[src/rtl/hdlc_pkg.sv]
package hdlc_pkg;

  localparam logic [15:0] CRC_POLY   = 16'h8408;
  localparam logic [15:0] CRC_INIT   = 16'hFFFF;
  localparam logic [15:0] CRC_XOROUT = 16'hFFFF;

  localparam int ONES_FLAG = 5;
  localparam int ONES_SAT  = 6;
  localparam int LEN_W     = 12;

  // register indexes on the configuration port
  localparam logic CFG_MIN_LENGTH = 1'b0;
  localparam logic CFG_MAX_LENGTH = 1'b1;

  typedef enum logic [1:0] {
    ST_GOOD     = 2'd0,
    ST_CRC_ERR  = 2'd1,
    ST_SHORT    = 2'd2,
    ST_OVERLONG = 2'd3
  } status_t;

  typedef struct packed {
    logic             valid;
    logic [7:0]       data_byte;
    logic             last;
    status_t          status;
    logic [LEN_W-1:0] frame_length;
  } hdlc_result_t;

  // reflected crc-16 ccitt over one byte, lsb first
  function automatic logic [15:0] crc_byte(input logic [15:0] crc_in, input logic [7:0] b);
    logic [15:0] c;
    c = crc_in ^ {8'h00, b};
    for (int k = 0; k < 8; k++) begin
      if (c[0]) begin
        c = (c >> 1) ^ CRC_POLY;
      end else begin
        c = c >> 1;
      end
    end
    return c;
  endfunction

endpackage

[src/rtl/hdlc_core.sv]
module hdlc_core import hdlc_pkg::*; #(
  parameter int MAX_LIMIT = 4095
) (
  input  logic             clk,
  input  logic             rst,
  input  logic             step,
  input  logic             line_bit,
  input  logic [LEN_W-1:0] min_length,
  input  logic [LEN_W-1:0] max_length,
  output hdlc_result_t     result
);

  // byte count reaches at most the limit plus one
  localparam int CW = $clog2(MAX_LIMIT + 2);
  localparam int LW = (CW > LEN_W) ? CW : LEN_W;

  logic [2:0]    ones_run, ones_run_next;
  logic [2:0]    bit_count, bit_count_next;
  logic [CW-1:0] byte_count, byte_count_next;
  logic [7:0]    shift_byte, shift_byte_next;
  logic [7:0]    held_old, held_old_next;
  logic [7:0]    held_new, held_new_next;
  logic [15:0]   crc_reg, crc_reg_next;

  logic [LW-1:0] bc_ext;
  logic [LW-1:0] limit;
  logic [LW-1:0] max_ext;
  logic [LW-1:0] payload_full;
  logic [LEN_W-1:0] payload;
  logic [7:0]    shifted;

  always_comb begin
    bc_ext  = LW'(byte_count);
    max_ext = LW'(max_length);
    limit   = (max_ext < LW'(MAX_LIMIT)) ? max_ext : LW'(MAX_LIMIT);
    payload_full = bc_ext - LW'(2);
    payload = (bc_ext >= LW'(2)) ? payload_full[LEN_W-1:0] : '0;
    shifted = {line_bit, shift_byte[7:1]};
  end

  always_comb begin
    ones_run_next   = ones_run;
    bit_count_next  = bit_count;
    byte_count_next = byte_count;
    shift_byte_next = shift_byte;
    held_old_next   = held_old;
    held_new_next   = held_new;
    crc_reg_next    = crc_reg;
    result          = '0;
    result.status   = ST_GOOD;

    if (ones_run >= 3'(ONES_FLAG)) begin
      // after five ones: zero is a stuffed bit, one is a flag
      if (line_bit) begin
        if (bc_ext >= LW'(3)) begin
          result.valid        = 1'b1;
          result.last         = 1'b1;
          result.frame_length = payload;
          if (bc_ext >= LW'(min_length)) begin
            result.status = ({held_new, held_old} == (crc_reg ^ CRC_XOROUT)) ?
                            ST_GOOD : ST_CRC_ERR;
          end else begin
            result.status = ST_SHORT;
          end
        end
        bit_count_next  = '0;
        byte_count_next = '0;
        crc_reg_next    = CRC_INIT;
      end
    end else if (bc_ext > limit) begin
      result.valid        = 1'b1;
      result.last         = 1'b1;
      result.status       = ST_OVERLONG;
      result.frame_length = payload;
      bit_count_next  = '0;
      byte_count_next = '0;
      crc_reg_next    = CRC_INIT;
    end else begin
      shift_byte_next = shifted;
      bit_count_next  = bit_count + 3'd1;
      if (bit_count == 3'd7) begin
        // byte leaves the two-byte fcs delay line
        if (bc_ext >= LW'(2)) begin
          result.valid     = 1'b1;
          result.data_byte = held_old;
          crc_reg_next     = crc_byte(crc_reg, held_old);
        end
        held_old_next   = held_new;
        held_new_next   = shifted;
        byte_count_next = byte_count + CW'(1);
      end
    end

    if (line_bit) begin
      ones_run_next = (ones_run >= 3'(ONES_SAT)) ? 3'(ONES_SAT) : ones_run + 3'd1;
    end else begin
      ones_run_next = '0;
    end
  end

  always_ff @(posedge clk) begin
    if (rst) begin
      ones_run   <= '0;
      bit_count  <= '0;
      byte_count <= '0;
      shift_byte <= '0;
      held_old   <= '0;
      held_new   <= '0;
      crc_reg    <= CRC_INIT;
    end else if (step) begin
      ones_run   <= ones_run_next;
      bit_count  <= bit_count_next;
      byte_count <= byte_count_next;
      shift_byte <= shift_byte_next;
      held_old   <= held_old_next;
      held_new   <= held_new_next;
      crc_reg    <= crc_reg_next;
    end
  end

endmodule

[src/rtl/hdlc_bit_deframer_crc.sv]
// hdlc bit deframer with crc-16 ccitt check, one line bit per item
// an accepted bit is held in the input register, then hdlc_core writes its result into the output register
// throughput: one item per cycle unless a result waits on m_tready; the single-pass bit logic in hdlc_core sets it
// an item that ends no byte and no frame gives no result
// reset (rst, synchronous): pipeline empty, frame state cleared, crc at ffff,
// min_length 32 and max_length 500
module hdlc_bit_deframer_crc import hdlc_pkg::*; #(
  parameter int MAX_LIMIT = 4095
) (
  input  logic             clk,
  input  logic             rst,
  input  logic             s_tvalid,
  output logic             s_tready,
  input  logic [7:0]       s_tdata,   // [0] line_bit, rest zero
  output logic             m_tvalid,
  input  logic             m_tready,
  output logic [23:0]      m_tdata,   // [7:0] data_byte, [19:8] frame_length, rest zero
  output logic             m_tlast,
  output logic [1:0]       m_tuser,   // [1:0] status
  input  logic             cfg_we,
  input  logic             cfg_index,
  input  logic [LEN_W-1:0] cfg_data
);

  logic [LEN_W-1:0] min_length;
  logic [LEN_W-1:0] max_length;
  logic             in_full;
  logic             in_bit;
  logic             step;
  hdlc_result_t     result;
  logic             out_valid;
  logic [7:0]       out_byte;
  logic             out_last;
  status_t          out_status;
  logic [LEN_W-1:0] out_len;

  always_ff @(posedge clk) begin
    if (rst) begin
      min_length <= LEN_W'(32);
      max_length <= LEN_W'(500);
    end else if (cfg_we) begin
      unique case (cfg_index)
        CFG_MIN_LENGTH: min_length <= cfg_data;
        CFG_MAX_LENGTH: max_length <= cfg_data;
        default: ;
      endcase
    end
  end

  // process the held item when the result register is free or draining
  assign step     = in_full && (!out_valid || m_tready);
  assign s_tready = !in_full || step;

  always_ff @(posedge clk) begin
    if (rst) begin
      in_full <= 1'b0;
    end else if (s_tvalid && s_tready) begin
      in_full <= 1'b1;
    end else if (step) begin
      in_full <= 1'b0;
    end
  end

  always_ff @(posedge clk) begin
    if (s_tvalid && s_tready) begin
      in_bit <= s_tdata[0];
    end
  end

  hdlc_core #(
    .MAX_LIMIT(MAX_LIMIT)
  ) u_core (
    .clk       (clk),
    .rst       (rst),
    .step      (step),
    .line_bit  (in_bit),
    .min_length(min_length),
    .max_length(max_length),
    .result    (result)
  );

  always_ff @(posedge clk) begin
    if (rst) begin
      out_valid <= 1'b0;
    end else if (step) begin
      out_valid <= result.valid;
    end else if (m_tready) begin
      out_valid <= 1'b0;
    end
  end

  always_ff @(posedge clk) begin
    if (step && result.valid) begin
      out_byte   <= result.data_byte;
      out_last   <= result.last;
      out_status <= result.status;
      out_len    <= result.frame_length;
    end
  end

  assign m_tvalid = out_valid;
  assign m_tdata  = {4'h0, out_len, out_byte};
  assign m_tlast  = out_last;
  assign m_tuser  = out_status;

`ifndef NO_ASSERTIONS
  a_step_needs_item: assert property (@(posedge clk) disable iff (rst)
    step |-> in_full)
    else $error("core stepped without a held item");

  a_stall_reason: assert property (@(posedge clk) disable iff (rst)
    !s_tready |-> (in_full && out_valid && !m_tready))
    else $error("input stalled without a blocked result");

  a_payload_fields: assert property (@(posedge clk) disable iff (rst)
    (m_tvalid && !m_tlast) |-> (m_tuser == 2'd0 && m_tdata[19:8] == '0))
    else $error("payload item carries end fields");

  a_end_byte_zero: assert property (@(posedge clk) disable iff (rst)
    (m_tvalid && m_tlast) |-> (m_tdata[7:0] == 8'h00))
    else $error("end item carries a data byte");
`endif

endmodule

[config.mk]
export PLATFORM = sky130hd
export DESIGN_NAME = hdlc_bit_deframer_crc
export DESIGN_NICKNAME = d
export VERILOG_FILES = /design/src/rtl/hdlc_pkg.sv /design/src/rtl/hdlc_core.sv /design/src/rtl/hdlc_bit_deframer_crc.sv
export SDC_FILE = /design/constraint.sdc
export NUM_CORES = 1
export LEC_CHECK = 0
export ABC_AREA = 1
export ABC_CLOCK_PERIOD_IN_PS = 7500
export BUFFER_PORTS_ARGS = -buffer_cell sky130_fd_sc_hd__buf_2
export CELL_PAD_IN_SITES_DETAIL_PLACEMENT = 0
export CELL_PAD_IN_SITES_GLOBAL_PLACEMENT = 1
export CORE_UTILIZATION = 48
export CTS_CLUSTER_SIZE = 14
export DETAILED_ROUTE_END_ITERATION = 7
export PLACE_DENSITY = 0.85
export SLEW_MARGIN = 10
export SYNTH_ARGS = -nofsm -noshare
export SYNTH_HDL_FRONTEND = slang
export SYNTH_SLANG_ARGS = --single-unit
[constraint.sdc]
create_clock -name clk -period 7.5 [get_ports clk]
set_clock_uncertainty 0.1 [all_clocks]
set_input_delay 0.75 -clock clk [delete_from_list [all_inputs] [get_ports clk]]
set_output_delay 0.75 -clock clk [all_outputs]
set_load 0.02 [all_outputs]
==> results.json <==
{
  "status": "finished with violations",
  "violations": "DRC",
  "seq_area_frac_synth_pct": 40.80,
  "reg2reg_slack_ps": 4540,
  "worstSetupStartpoint": "u_core.bc_ext[4]",
  "syn_inst": 748,
  "htreeDepth": 3,
  "crit_type": "reg2reg",
  "pin_count": 55,
  "clkSlewWorstSetupHoldPaths_ps": 70,
  "drive_gt1_share_pct": 14.63,
  "die_y_um": 112.8,
  "largest_reg_flops": 16,
  "nets": 835,
  "ant_nets": 0,
  "routed_wl_um": 12790,
  "final.setup.tns_ps": 0,
  "crit_arrival_ps": 2840,
  "synthesis.area_mm2": 0.005888,
  "rsz0062_at_grt": "no",
  "drtIter0Drc": 229,
  "globalRouteOverflowTotal": 0,
  "worstReg2RegEnd": "out_len[5]",
  "vias": 4738,
  "startpoint_type": "flip-flop",
  "max_slew_margin_pct": 45.10,
  "cp_max_fo": 23,
  "avgSynthCellArea_um2": 7.872,
  "cp.required_ps": 7380,
  "ys_ff_latch": 108,
  "initial_core_util_pct": 49.23,
  "cts_sinks": 108,
  "yosysTopAreaCell": "dfxtp_1",
  "cts-root-buf": "clkbuf_16",
  "syn_to_final_growth_pct": 9.116,
  "post-cts-setup-buffer-count": 0,
  "final_common_cell": "nand2_1",
  "clk_latency_ps": 350,
  "slew_violations": 0,
  "gr-usage-all-layers_pct": 21.73,
  "grt_max_degree": 57,
  "synth_top_area_share_pct": 28.56,
  "powerDensity_mw_per_mm2": 185.2,
  "yosys-top-cells-area": "dfxtp_1 (29%), edfxtp_1 (12%), nand2_1 (9.6%)",
  "r2r-start": "u_core.bc_ext[4]",
  "ir_worst_vdd_mv": 0.1146,
  "hold_path.class": "reg2reg",
  "globalplace.congestion": 0.8255,
  "period_needed_ps": 2960,
  "crit_path_end_kind": "flip-flop",
  "die-area_mm2": 0.01271,
  "drtPass1Iterations": 6,
  "final-setup-viol-count": 0,
  "antenna_found_initial": 0,
  "min_period_over_period_pct": 39.46,
  "cts_buffer_depth": 2,
  "grt_pass1_vias": 4628,
  "r2r_cells": 11,
  "worst_pin_slew_ps": 822.5,
  "drc": 1,
  "routed_via_density": 5.117,
  "leakage_nw": 3.050,
  "dp_hpwl_um": 9256,
  "ys.warnings.count": 0,
  "ys_types": 44,
  "wire_per_inst_um": 13.82,
  "portBuffers": 43,
  "hold_buffers": 0,
  "std_cell_rows": 40,
  "antenna_cells": 0,
  "final_cell_mix": "nand2_1 (150), nor2_1 (87), dfxtp_1 (84)",
  "max_clock_freq_mhz": 337.9,
  "cts-resized-gates": 0,
  "maxCapViolations": 0,
  "final_hold_viol_count": 0,
  "chipWidth_um": 112.8,
  "critPathCapture": "out_len[5]",
  "power_mw": 1.190,
  "cts_buffers": 9,
  "fp.coreArea_mm2": 0.01196,
  "grt_pass1_wl_um": 21760,
  "cts_tree": "done"
}
## critical path: stages, from the launching register on
cell	delay (ps)
dfxtp_1	420
ha_1	350
nand2_1	70
nor2_1	230
nand2_1	80
nand3_1	130
nand2_4	80
nand2_8	110
nand2_8	80
nand3_2	100
nand3_1	180
inv_1	650
## area by class of cell
type / instances / area [µm²]
clock buffer: 12 / 279.0
clock inverter: 3 / 42.54
fill: 1172 / 5537
inverter: 82 / 317.8
multi-input combinational: 530 / 2977
sequential: 108 / 2402
tap: 147 / 183.9
timing repair buffer: 44 / 222.7
## per-stage QoR
step / hold WS, ps / std cells / util, % / area, µm² / setup slack, ps
after floorplan: 333.1 / 751 / - / 5899 / 5045
after global placement: 356.3 / 911 / 51.03 / 6103 / 4573
after detailed placement: 362.3 / 911 / 51.03 / 6103 / 4508
after CTS: 372.7 / 926 / 53.71 / 6425 / 4483
after global routing: 388.4 / 926 / 53.71 / 6425 / 4259
final: 372.2 / 926 / 53.71 / 6425 / 4541
## synthesized netlist by cell type, drive strengths merged
| cell | count |
|---|---|
| ha | 34 |
| nand3b | 2 |
| xor2 | 25 |
| nand3 | 42 |
| clkbuf | 14 |
| a21oi | 60 |
| a22oi | 1 |
| conb | 1 |
| nor3b | 1 |
| nand4 | 11 |
| a31oi | 1 |
| a211oi | 2 |
| nor2 | 101 |
| nor4 | 2 |
| buf | 17 |
| nor3 | 3 |
| o211ai | 7 |
| nand2 | 164 |
| xnor2 | 7 |
| edfxtp | 24 |
| and2 | 1 |
| inv | 81 |
| nand2b | 1 |
| clkinv | 1 |
| or2 | 8 |
| o21ai | 53 |
| dfxtp | 84 |
## layer usage
metal	GRT usage, %	part of all wire [%]	vias to the layer above
met5	0	0	-
met4	10.40	2.7	0
met3	2.839	2.2	19
met2	39.26	51	60
met1	25.47	44	2179
li1	-	-	2480
## cells by family (layout without fill, tap and decap cells)
| kind of cell | Yosys count | after routing | share of synthesized area [%] |
|---|---|---|---|
| fa+ha+maj | 34 | 34 | 7.225 |
| xor+xnor | 32 | 32 | 4.760 |
| compound gates | 124 | 124 | 11.62 |
| other cells | 1 | 4 | 0.06369 |
| buf+inv | 113 | 141 | 8.840 |
| simple gates | 336 | 336 | 26.69 |
| flops | 108 | 108 | 40.80 |
## power breakdown
| part | internal (mW) | switching, mW |
|---|---|---|
| clock network | 0.297 | 0.214 |
| registers | 0.604 | 0.00502 |
| logic | 0.0225 | 0.0475 |
## worst min-delay path by stage
stage | end | slack, ps | depth (start not counted) | startpoint
after CTS | max_length[10] | 370 | 2 | max_length[10]
after global placement | u_core.bit_count[1] | 360 | 2 | u_core.bit_count[1]
after floorplan | max_length[10] | 330 | 2 | max_length[10]
after global routing | max_length[10] | 390 | 2 | max_length[10]
after detailed placement | max_length[10] | 360 | 2 | max_length[10]
final | min_length[6] | 370 | 2 | min_length[6]
Power figures use the tool's default switching activity.
